--- src/rtl/qcsv_pkg.sv ---
// qcsv_pkg: types and constants shared by the quoted csv field splitter
// no dependencies; used by every module under rtl
`timescale 1ns / 1ps
`default_nettype none

package qcsv_pkg;

  // configuration register indexes
  localparam int unsigned CfgIdxW = 2;
  localparam logic [CfgIdxW-1:0] CfgDelimiter  = 2'd0;
  localparam logic [CfgIdxW-1:0] CfgWrapper    = 2'd1;
  localparam logic [CfgIdxW-1:0] CfgSkipHeader = 2'd2;

  // register reset values
  localparam logic [7:0] DelimiterReset = 8'd44;
  localparam logic [7:0] WrapperReset   = 8'd34;

  // fixed byte codes
  localparam logic [7:0] ChNewline = 8'd10;
  localparam logic [7:0] ChSpace   = 8'd32;
  localparam logic [7:0] ChTab     = 8'd9;
  localparam logic [7:0] ChCr      = 8'd13;

  typedef struct packed {
    logic [7:0] in_byte;
    logic       end_of_source;
  } in_item_t;

  typedef struct packed {
    logic [7:0] out_byte;
    logic       data_valid;
    logic       field_end;
    logic       record_end;
  } out_item_t;

  // classified item: up to two results, the second is always a record close
  typedef struct packed {
    logic      r0_valid;
    out_item_t r0;
    logic      r1_valid;
  } entry_t;

  localparam out_item_t FieldMark  = '{out_byte: 8'd0, data_valid: 1'b0,
                                       field_end: 1'b1, record_end: 1'b0};
  localparam out_item_t RecordMark = '{out_byte: 8'd0, data_valid: 1'b0,
                                       field_end: 1'b1, record_end: 1'b1};

endpackage

`default_nettype wire

--- src/rtl/qcsv_front.sv ---
// qcsv_front: configuration registers, quote tracking and byte classification
// depends on qcsv_pkg
`timescale 1ns / 1ps
`default_nettype none

module qcsv_front (
  input  wire logic                          clk_i,
  input  wire logic                          rst_ni,
  input  wire logic                          cfg_valid_i,
  input  wire logic [qcsv_pkg::CfgIdxW-1:0]  cfg_index_i,
  input  wire logic [7:0]                    cfg_data_i,
  input  wire logic                          accept_i,
  input  wire qcsv_pkg::in_item_t            item_i,
  output qcsv_pkg::entry_t                   entry_o,
  output logic                               entry_push_o
);

  logic [7:0] delim_q, wrap_q;
  logic       skip_q;

  logic inside_q, inside_d;
  logic closed_q, closed_d;
  logic hdone_q, hdone_d;
  logic ropen_q, ropen_d;

  logic              hide;
  logic [7:0]        b;
  qcsv_pkg::entry_t  ent;
  qcsv_pkg::out_item_t data_res;

  always_ff @(posedge clk_i or negedge rst_ni) begin
    if (!rst_ni) begin
      delim_q <= qcsv_pkg::DelimiterReset;
      wrap_q  <= qcsv_pkg::WrapperReset;
      skip_q  <= 1'b0;
    end else if (cfg_valid_i) begin
      unique case (cfg_index_i)
        qcsv_pkg::CfgDelimiter:  delim_q <= cfg_data_i;
        qcsv_pkg::CfgWrapper:    wrap_q  <= cfg_data_i;
        qcsv_pkg::CfgSkipHeader: skip_q  <= cfg_data_i[0];
        default: ;
      endcase
    end
  end

  assign b    = item_i.in_byte;
  assign hide = skip_q & ~hdone_q;

  always_comb begin
    data_res = '{out_byte: b, data_valid: 1'b1, field_end: 1'b0, record_end: 1'b0};
    ent      = '0;
    inside_d = inside_q;
    closed_d = closed_q;
    hdone_d  = hdone_q;
    ropen_d  = ropen_q;

    // newline wins over any register value
    priority if (b == qcsv_pkg::ChNewline) begin
      ent.r0_valid = ~hide;
      ent.r0       = qcsv_pkg::RecordMark;
      inside_d     = 1'b0;
      closed_d     = 1'b0;
      ropen_d      = 1'b0;
      hdone_d      = 1'b1;
    end else if (b == wrap_q) begin
      ropen_d = 1'b1;
      if (inside_q) begin
        inside_d = 1'b0;
        closed_d = 1'b1;
      end else begin
        // doubled wrapper gives one literal wrapper
        ent.r0_valid = closed_q & ~hide;
        ent.r0       = data_res;
        inside_d     = 1'b1;
        closed_d     = 1'b0;
      end
    end else begin
      ropen_d  = 1'b1;
      closed_d = 1'b0;
      priority if (inside_q) begin
        ent.r0_valid = ~hide;
        ent.r0       = data_res;
      end else if (b == delim_q) begin
        ent.r0_valid = ~hide;
        ent.r0       = qcsv_pkg::FieldMark;
      end else if (b == qcsv_pkg::ChSpace || b == qcsv_pkg::ChTab ||
                   b == qcsv_pkg::ChCr) begin
        ent.r0_valid = 1'b0;
      end else begin
        ent.r0_valid = ~hide;
        ent.r0       = data_res;
      end
    end

    // end of source closes an open record and restarts the parse
    if (item_i.end_of_source) begin
      ent.r1_valid = ropen_d & ~hide;
      inside_d     = 1'b0;
      closed_d     = 1'b0;
      hdone_d      = 1'b0;
      ropen_d      = 1'b0;
    end
  end

  always_ff @(posedge clk_i or negedge rst_ni) begin
    if (!rst_ni) begin
      inside_q <= 1'b0;
      closed_q <= 1'b0;
      hdone_q  <= 1'b0;
      ropen_q  <= 1'b0;
    end else if (accept_i) begin
      inside_q <= inside_d;
      closed_q <= closed_d;
      hdone_q  <= hdone_d;
      ropen_q  <= ropen_d;
    end
  end

  assign entry_o      = ent;
  assign entry_push_o = accept_i & (ent.r0_valid | ent.r1_valid);

endmodule

`default_nettype wire

--- src/rtl/qcsv_queue.sv ---
// qcsv_queue: short queue of classified entries between front and back
// depends on qcsv_pkg
`timescale 1ns / 1ps
`default_nettype none

module qcsv_queue #(
  parameter int unsigned Depth = 4
) (
  input  wire logic             clk_i,
  input  wire logic             rst_ni,
  input  wire logic             push_i,
  input  wire qcsv_pkg::entry_t entry_i,
  output logic                  full_o,
  input  wire logic             pop_i,
  output qcsv_pkg::entry_t      entry_o,
  output logic                  valid_o
);

  localparam int unsigned PtrW = (Depth > 1) ? $clog2(Depth) : 1;
  localparam int unsigned CntW = $clog2(Depth + 1);
  localparam logic [PtrW-1:0] LastPtr = PtrW'(Depth - 1);

  qcsv_pkg::entry_t store_q [Depth];
  logic [PtrW-1:0] wptr_q, rptr_q;
  logic [CntW-1:0] count_q;
  logic            do_push, do_pop;

  assign full_o  = (count_q == CntW'(Depth));
  assign valid_o = (count_q != '0);
  assign do_push = push_i & ~full_o;
  assign do_pop  = pop_i & valid_o;
  assign entry_o = store_q[rptr_q];

  always_ff @(posedge clk_i) begin
    if (do_push) begin
      store_q[wptr_q] <= entry_i;
    end
  end

  always_ff @(posedge clk_i or negedge rst_ni) begin
    if (!rst_ni) begin
      wptr_q  <= '0;
      rptr_q  <= '0;
      count_q <= '0;
    end else begin
      if (do_push) begin
        wptr_q <= (wptr_q == LastPtr) ? '0 : wptr_q + PtrW'(1);
      end
      if (do_pop) begin
        rptr_q <= (rptr_q == LastPtr) ? '0 : rptr_q + PtrW'(1);
      end
      unique case ({do_push, do_pop})
        2'b10:   count_q <= count_q + CntW'(1);
        2'b01:   count_q <= count_q - CntW'(1);
        default: count_q <= count_q;
      endcase
    end
  end

endmodule

`default_nettype wire

--- src/rtl/qcsv_back.sv ---
// qcsv_back: expands each entry into one or two results, one per transfer
// depends on qcsv_pkg
`timescale 1ns / 1ps
`default_nettype none

module qcsv_back (
  input  wire logic             clk_i,
  input  wire logic             rst_ni,
  input  wire logic             q_valid_i,
  input  wire qcsv_pkg::entry_t q_entry_i,
  output logic                  q_pop_o,
  input  wire logic             pop,
  output logic                  empty,
  output qcsv_pkg::out_item_t   out_item_o
);

  qcsv_pkg::entry_t cur_q, cur_d;
  logic pop_acc, last, take;

  assign empty      = ~(cur_q.r0_valid | cur_q.r1_valid);
  assign out_item_o = cur_q.r0_valid ? cur_q.r0 : qcsv_pkg::RecordMark;
  assign pop_acc    = pop & ~empty;
  assign last       = cur_q.r0_valid ^ cur_q.r1_valid;
  // load the next entry when the held one is gone or leaves in this transfer
  assign take       = empty | (pop_acc & last);
  assign q_pop_o    = q_valid_i & take;

  always_comb begin
    cur_d = cur_q;
    if (pop_acc) begin
      if (cur_q.r0_valid) begin
        cur_d.r0_valid = 1'b0;
      end else begin
        cur_d.r1_valid = 1'b0;
      end
    end
    if (q_pop_o) begin
      cur_d = q_entry_i;
    end
  end

  always_ff @(posedge clk_i or negedge rst_ni) begin
    if (!rst_ni) begin
      cur_q <= '0;
    end else begin
      cur_q <= cur_d;
    end
  end

endmodule

`default_nettype wire

--- src/rtl/quoted_csv_field_splitter.sv ---
// quoted_csv_field_splitter: top level, front classifier, entry queue, result back end
// depends on qcsv_pkg, qcsv_front, qcsv_queue, qcsv_back
//
//   channel   handshake               payload
//   input     push / full             in_item_i  (in_byte, end_of_source)
//   result    empty / pop             out_item_o (out_byte, data_valid, field_end, record_end)
//   config    cfg_valid_i / cfg_ready_o   cfg_index_i, cfg_data_i
//
// one byte is accepted per cycle while the entry queue has room; the queue is
// QueueDepth entries deep. one result leaves per cycle while pop is high, so a byte that gives two
// results holds the back end until both have left. each entry is registered in the queue and then
// in the back end before its result appears. reset returns the parse and registers to their
// defaults at once; configuration writes are always taken.
`timescale 1ns / 1ps
`default_nettype none

module quoted_csv_field_splitter #(
  parameter int unsigned QueueDepth = 4
) (
  input  wire logic                         clk_i,
  input  wire logic                         rst_ni,
  input  wire logic                         push,
  output logic                              full,
  input  wire qcsv_pkg::in_item_t           in_item_i,
  output logic                              empty,
  input  wire logic                         pop,
  output qcsv_pkg::out_item_t               out_item_o,
  input  wire logic                         cfg_valid_i,
  output logic                              cfg_ready_o,
  input  wire logic [qcsv_pkg::CfgIdxW-1:0] cfg_index_i,
  input  wire logic [7:0]                   cfg_data_i
);

  qcsv_pkg::entry_t f_entry, q_entry;
  logic f_push, q_valid, q_pop, accept;

  assign cfg_ready_o = 1'b1;
  assign accept      = push & ~full;

  qcsv_front u_front (
    .clk_i        (clk_i),
    .rst_ni       (rst_ni),
    .cfg_valid_i  (cfg_valid_i),
    .cfg_index_i  (cfg_index_i),
    .cfg_data_i   (cfg_data_i),
    .accept_i     (accept),
    .item_i       (in_item_i),
    .entry_o      (f_entry),
    .entry_push_o (f_push)
  );

  qcsv_queue #(
    .Depth (QueueDepth)
  ) u_queue (
    .clk_i   (clk_i),
    .rst_ni  (rst_ni),
    .push_i  (f_push),
    .entry_i (f_entry),
    .full_o  (full),
    .pop_i   (q_pop),
    .entry_o (q_entry),
    .valid_o (q_valid)
  );

  qcsv_back u_back (
    .clk_i      (clk_i),
    .rst_ni     (rst_ni),
    .q_valid_i  (q_valid),
    .q_entry_i  (q_entry),
    .q_pop_o    (q_pop),
    .pop        (pop),
    .empty      (empty),
    .out_item_o (out_item_o)
  );

`ifndef SYNTHESIS
  // a record close always closes the field too
  a_record_implies_field: assert property (@(posedge clk_i) disable iff (!rst_ni)
    !empty && out_item_o.record_end |-> out_item_o.field_end)
    else $error("record_end without field_end");

  // a result is either a data byte or a boundary mark
  a_data_or_mark: assert property (@(posedge clk_i) disable iff (!rst_ni)
    !empty |-> (out_item_o.data_valid != out_item_o.field_end))
    else $error("result is neither data nor boundary");

  // boundary marks carry a zero byte
  a_mark_zero_byte: assert property (@(posedge clk_i) disable iff (!rst_ni)
    !empty && !out_item_o.data_valid |-> out_item_o.out_byte == 8'd0)
    else $error("boundary mark with non-zero byte");

  // a result held under back-pressure stays put
  a_hold_stalled: assert property (@(posedge clk_i) disable iff (!rst_ni)
    !empty && !pop |=> !empty && $stable(out_item_o))
    else $error("stalled result changed");
`endif

endmodule

`default_nettype wire

--- config.mk ---
export PLATFORM = sky130hd
export DESIGN_NAME = quoted_csv_field_splitter
export DESIGN_NICKNAME = d
export VERILOG_FILES = /design/src/rtl/qcsv_pkg.sv /design/src/rtl/qcsv_front.sv /design/src/rtl/qcsv_queue.sv /design/src/rtl/qcsv_back.sv /design/src/rtl/quoted_csv_field_splitter.sv
export SDC_FILE = /design/constraint.sdc
export NUM_CORES = 1
export LEC_CHECK = 0
export BUFFER_PORTS_ARGS = -buffer_cell sky130_fd_sc_hd__buf_4
export CORE_ASPECT_RATIO = 2
export CORE_MARGIN = 5
export CORE_UTILIZATION = 40
export DETAILED_ROUTE_END_ITERATION = 8
export GPL_ROUTABILITY_DRIVEN = 0
export PLACE_DENSITY = 0.56
export SLEW_MARGIN = 20
export SYNTH_ARGS = -nofsm -noshare
export SYNTH_HDL_FRONTEND = slang
export SYNTH_SLANG_ARGS = --single-unit
--- constraint.sdc ---
create_clock -name clk_i -period 3.4 [get_ports clk_i]
set_input_delay 0.68 -clock clk_i [delete_from_list [all_inputs] [get_ports clk_i]]
set_output_delay 0.68 -clock clk_i [all_outputs]
set_load 0.02 [all_outputs]
=== Word-level counts from Yosys, hierarchy flattened ===
Memories as Yosys holds them, arrays and structs flattened.
Index checks and enable logic that the tools add are counted.
W data, S select, Z words.

* Add/sub/neg operators: 4
* Eq/ne operators: 14
* Mux-type cells: 29
* Bitwise operators: 18
* Reductions and logical operators: 14

{| class="wikitable"
|+ Operators by type and width
! kind !! number
|-
| $mux W12 || 5
|-
| $eq A8 B4 Y1 const B || 3
|-
| $mux W11 || 2
|-
| $mux W1 || 18
|-
| $eq A8 B8 Y1 || 2
|-
| $mux W13 || 1
|-
| $reduce_and A2 Y1 || 6
|-
| $and A1 B1 Y1 || 10
|-
| $eq A2 B2 Y1 const B || 4
|-
| $eq A8 B6 Y1 const B || 1
|-
| $pmux W3 S2 || 1
|-
| $reduce_bool A2 Y1 || 3
|-
| $reduce_bool A3 Y1 || 2
|-
| $add A2 B1 Y2 const B || 2
|-
| $eq A2 B1 Y1 const B || 2
|-
| $mux W2 || 2
|-
| $not A1 Y1 || 4
|-
| $add A3 B1 Y3 const B || 1
|-
| $eq A3 B3 Y1 const B || 1
|-
| $or A1 B1 Y1 || 3
|-
| $sub A3 B1 Y3 const B || 1
|-
| $logic_not A2 Y1 || 1
|-
| $logic_or A1 B1 Y1 || 2
|-
| $ne A2 B2 Y1 const B || 1
|-
| $xor A1 B1 Y1 || 1
|}

* Register bits after elaboration: 40
* Memory bits (writable): 52
* Bits of input ports: 24
* Logic and storage cells: 95
* Memories kept: 1

{| class="wikitable"
|+ Memories
! memory !! depth !! bits a word !! read ports !! clocked after Yosys merged registers in !! wr ports !! RTL line !! source
|-
| u_queue.store_q || 4 || 13 || 1 || 0 || 1 || qcsv_queue.sv:23 || <nowiki>qcsv_pkg::entry_t store_q [Depth];</nowiki>
|}

=== Logic depth before layout (Yosys ltp) ===
* Word-level depth: 13
* Gate-level depth with buffers: 12

=== Hierarchy ===
A second synthesis with hierarchy kept.

* Cell total of the unflattened synthesis: 260
* Area total of the unflattened synthesis: 4,170.2 µm²

{| class="wikitable"
|+ Modules (own cells, without submodules)
! module !! times used !! cells an instance !! area each (µm²)
|-
| qcsv_queue || 1 || 109 || 2,333.5
|-
| qcsv_front || 1 || 99 || 1,161.1
|-
| qcsv_back || 1 || 49 || 650.6
|-
| quoted_csv_field_splitter || 1 || 3 || 25.0
|}

=== Worst setup path after synthesis ===
OpenSTA, ideal clock, no wires.

* Path type: input to register
* Start point: in in_item_i[8] (netlist bit)
* End point: reg u_queue.count_q[2]
* Library setup time: 0.079 ns
* Data arrival time: 2.732 ns
* Required time: 3.321 ns
* Slack: 0.589 ns
* Cell stages on the path: 11
* Buffers on the path: 0
* Cells stage by stage: nor3_1 > o211ai_1 > o21bai_4 > o21ai_2 > a21o_1 > ha_1 > inv_1 > fa_1 > xor2_1 > nor2_1 > xor2_1

* Longest elaborated chain between the ends: 13

{| class="wikitable"
|+ RTL lines
! element !! RTL line !! source
|-
| start: declaration || quoted_csv_field_splitter.sv:24 || <nowiki>input wire qcsv_pkg::in_item_t in_item_i,</nowiki>
|-
| $eq A8 B6 Y1 or $eq A8 B4 Y1 (tied branches) || qcsv_front.sv:86 || <nowiki>end else if (b == qcsv_pkg::ChSpace || b == qcsv_pkg::ChTab ||</nowiki>
|-
| $logic_or A1 B1 Y1 (2 in a row) || qcsv_front.sv:86 ||
|-
| $mux W1 || qcsv_front.sv:86 ||
|-
| $mux W12 || qcsv_front.sv:83 || <nowiki>end else if (b == delim_q) begin</nowiki>
|-
| $mux W12 || qcsv_front.sv:80 || <nowiki>priority if (inside_q) begin</nowiki>
|-
| $mux W12 || qcsv_front.sv:65 || <nowiki>end else if (b == wrap_q) begin</nowiki>
|-
| $mux W12 || qcsv_front.sv:58 || <nowiki>priority if (b == qcsv_pkg::ChNewline) begin</nowiki>
|-
| $or A1 B1 Y1 (*) || qcsv_front.sv:120 || <nowiki>assign entry_push_o = accept_i & (ent.r0_valid | ent.r1_valid);</nowiki>
|-
| $and A1 B1 Y1 (*) || qcsv_front.sv:120 ||
|-
| $and A1 B1 Y1 (*) || qcsv_queue.sv:30 || <nowiki>assign do_push = push_i & ~full_o;</nowiki>
|-
| $eq A2 B1 Y1 or $eq A2 B2 Y1 (tied branches) || qcsv_queue.sv:52 || <nowiki>unique case ({do_push, do_pop})</nowiki>
|-
| $pmux W3 S2 or $reduce_bool A2 Y1 (tied branches) || -- ||
|-
| end signal: assignment || qcsv_queue.sv:53 || <nowiki>2'b10: count_q <= count_q + CntW'(1);</nowiki>
|-
| end signal: assignment || qcsv_queue.sv:54 || <nowiki>2'b01: count_q <= count_q - CntW'(1);</nowiki>
|-
| end signal: assignment || qcsv_queue.sv:55 || <nowiki>default: count_q <= count_q;</nowiki>
|-
| end: declaration || qcsv_queue.sv:25 || <nowiki>logic [CntW-1:0] count_q;</nowiki>
|}

Every way passes the cells marked *; elsewhere a longest branch is shown, timed or not.
A chain may end at the register's enable or synchronous reset.

=== Worst setup path after layout ===
Same ends and word-level chain as after synthesis.

==> impl_results.md <==
* Reg clk slew, reported paths at 0.07 ns
* Share of cells above drive strength 1 at 0.356
* GRT Overall Usage at 0.137
* VDD IR max at 0.000339 V
* Yosys cell types at 48
* Total die area at 12,800 um2
* Worst Path Arrival at 3.12 ns
* Dominant synthesized flop cell: edfxtp_1
* Final wirelength at 7.62 mm
* Ys async rst share at 0.435
* Syn Area/Cell at 15.1 um2
* CTS root buf: clkbuf_16
* CTS tree: done
* Fin nets at 356
* GRT Residual Overflow at 0
* Pwr per Cell Area at 772 nW/um2
* Final hold vios at 0
* 1st-pass router iterations at 4
* Max-slew headroom at 0.396
* H-tree Lvls at 3
* Status: completed
* Top area cells in the synthesized netlist: edfxtp_1 37%, dfrtp_1 21%, mux2_2 8.1%
* Hold buffer count at CTS at 0
* Fmax at 350 MHz
* Synthesis-stage register bit count at 92
* Worst slew pin tran at 0.906 ns
* Fin crit period at 2.86 ns
* P_leak at 1.89 nW
* HPWL after DPL at 5.83 mm
* Yosys top cell area share at 0.372
* Total number of vias at 2,379
* CP endpoint kind: flip-flop
* Clock latency on the worst-skew pair at 0.34 ns
* Via density at 5.11
* Filler Cell Count at 969
* Maximum root-to-sink buffer count at 2
* Die X at 82.4 um
* Area grow syn2layout at 17.8%
* Vias in the first global route at 2,576
* Setup crit start kind: input pin
* Post-CTS setup repair buffer count at 0
* Mapped Area at 4200 um2
* Register area share after synthesis at 0.612
* Die Ht at 155 um
* Most frequent cells in the layout: 52 x edfxtp_1, 45 x buf_4, 35 x dfrtp_1
* Final period util at 0.841
* Yosys top cell by area: edfxtp_1
* Final setup skew at 0.00695 ns
* Wire per inst at 16.3 um
* Required time of the critical path at 3.66 ns
* Hold Path Class: input pin to async pin
* Total clock sinks at 92
* Max Fanout on Critical Path at 6
* PnR worst setup slack at 0.540 ns
* Routed Antenna Nets at 0
* Final setup viols at 0
* Largest net degree at the start of global routing at 41
* 1st-iter DRT viols at 80
* IO Pins at 38
* Post-CTS sizing at 0
* Most common cell after layout, fill and taps aside: edfxtp_1
* Syn_nets at 309
* Port Buffers at 36
* Pre-CTS setup slack at 0.137 ns
* Post-Syn Instances at 277
* CTS Buf Count at 9
* RSZ-0062 raised after global routing: false
* Synthesis Warnings at 0
* First-pass GRT wire length at 12.8 mm
* Row Count at 53
* Initial antenna violation count at 0
* N_diodes at 0
* Initial Util at 0.403
* Total of max-cap violations at 0
* Post-synth EDFFs at 52
* Core area at 10,400 um2
* DRC at 0
* Setup TNS at 0 ns
* Max Slew Vio Count at 0
* Setup Crit Path Kind: input pin to flip-flop
* Tot Pwr at 0.00381 W
-- per-stage QoR --
| stage | utilization | hold slack [ns] | cell area (um2) | cells |
|---|---|---|---|---|
| finish | 0.475 | 0.325 | 4940 | 466 |
| CTS | 0.475 | 0.336 | 4940 | 466 |
| floorplan | - | 0.384 | 4200 | 277 |
| detailed placement | 0.446 | 0.489 | 4650 | 450 |
| global route | 0.475 | 0.352 | 4940 | 466 |
| global placement | 0.446 | 0.477 | 4650 | 450 |
-- layout make-up --
| type | instances | area [um2] | area share |
|---|---|---|---|
| clock buffer | 9 | 225 | 0.0456 |
| clock inverter | 7 | 71.3 | 0.0144 |
| inverter | 10 | 37.5 | 0.00759 |
| multi-input combinational | 166 | 1530 | 0.310 |
| sequential | 92 | 2570 | 0.520 |
| tap | 137 | 171 | 0.0347 |
| timing repair buffer | 45 | 338 | 0.0684 |
-- synthesized netlist by cell type, drive strengths merged (2+ instances only) --
| master | count |
|---|---|
| xnor2 | 9 |
| mux2i | 2 |
| nand4 | 3 |
| ha | 7 |
| and3 | 3 |
| a21oi | 8 |
| xor2 | 10 |
| buf | 5 |
| nor3b | 2 |
| clkbuf | 4 |
| dfrtp | 35 |
| a31oi | 2 |
| nand3 | 4 |
| and2 | 17 |
| mux2 | 30 |
| mux4 | 13 |
| dfstp | 5 |
| nor3 | 3 |
| nor4 | 2 |
| nand2 | 13 |
| nor4b | 2 |
| edfxtp | 52 |
| nand2b | 4 |
| inv | 10 |
| o211ai | 3 |
| o21ai | 6 |
| nor2 | 8 |
| o2111ai | 2 |
-- flip-flops by register name, indices dropped and copies added (netlist names) --
signal / count
u_queue.rptr_q: 2
u_front.hdone_q: 1
u_front.closed_q: 1
u_front.inside_q: 1
u_queue.store_q: 52
u_front.wrap_q: 8
u_front.skip_q: 1
u_queue.wptr_q: 2
u_back.cur_q: 13
u_front.delim_q: 8
u_queue.count_q: 3
-- report_power, final --
part | internal [W] | leakage [nW] | switching (W)
clock | 0.000515 | 0.139 | 0.000446
sequential | 0.00144 | 0.946 | 0.000207
combinational | 0.000658 | 0.808 | 0.000542
-- final timing paths --
kind / start / endpoint / slack (ns) / depth (start not counted)
setup / recovery: in_item_i[8] / u_queue.count_q[2] / 0.54 / 12
hold / removal: rst_ni / u_back.cur_q[8] / 0.32 / 1
min in group clk_i: u_back.cur_q[9] / u_back.cur_q[9] / 0.50 / 1
hold reg to reg: u_back.cur_q[9] / u_back.cur_q[9] / 0.50 / 1
max in group asynchronous: rst_ni / u_front.wrap_q[1] / 2.70 / 1
setup reg to reg: u_front.delim_q[3] / u_queue.count_q[2] / 0.78 / 11
-- logic make-up after synthesis --
logic type | count (synthesis) | share of synthesized area
other | 1 | 0.000894
buffers and inverters | 19 | 0.0230
AND/OR/NAND/NOR | 64 | 0.0883
multiplexers | 45 | 0.158
flip-flops | 92 | 0.612
XOR/XNOR | 19 | 0.0397
adder cells (fa/ha/maj) | 8 | 0.0256
AO/OA/AOI/OAI | 29 | 0.0522
-- critical path: stages --
cell      delay [ns]
buf_4           0.13
nor3_1          0.34
o211ai_1        0.23
o21bai_4        0.25
o21ai_2         0.25
a21o_1          0.17
ha_1            0.17
inv_1           0.07
fa_1            0.42
xor2_1          0.15
nor2_1          0.11
xor2_1          0.15
-- metal layers --
| layer | track usage | routed length (um) |
|---|---|---|
| met1 | 0.137 | 2630 |
| met2 | 0.252 | 4500 |
| met3 | 0.0303 | 264 |
| met4 | 0.0705 | 225 |
| met5 | 0 | 0 |
No activity file was read; power rests on OpenSTA's default activity.
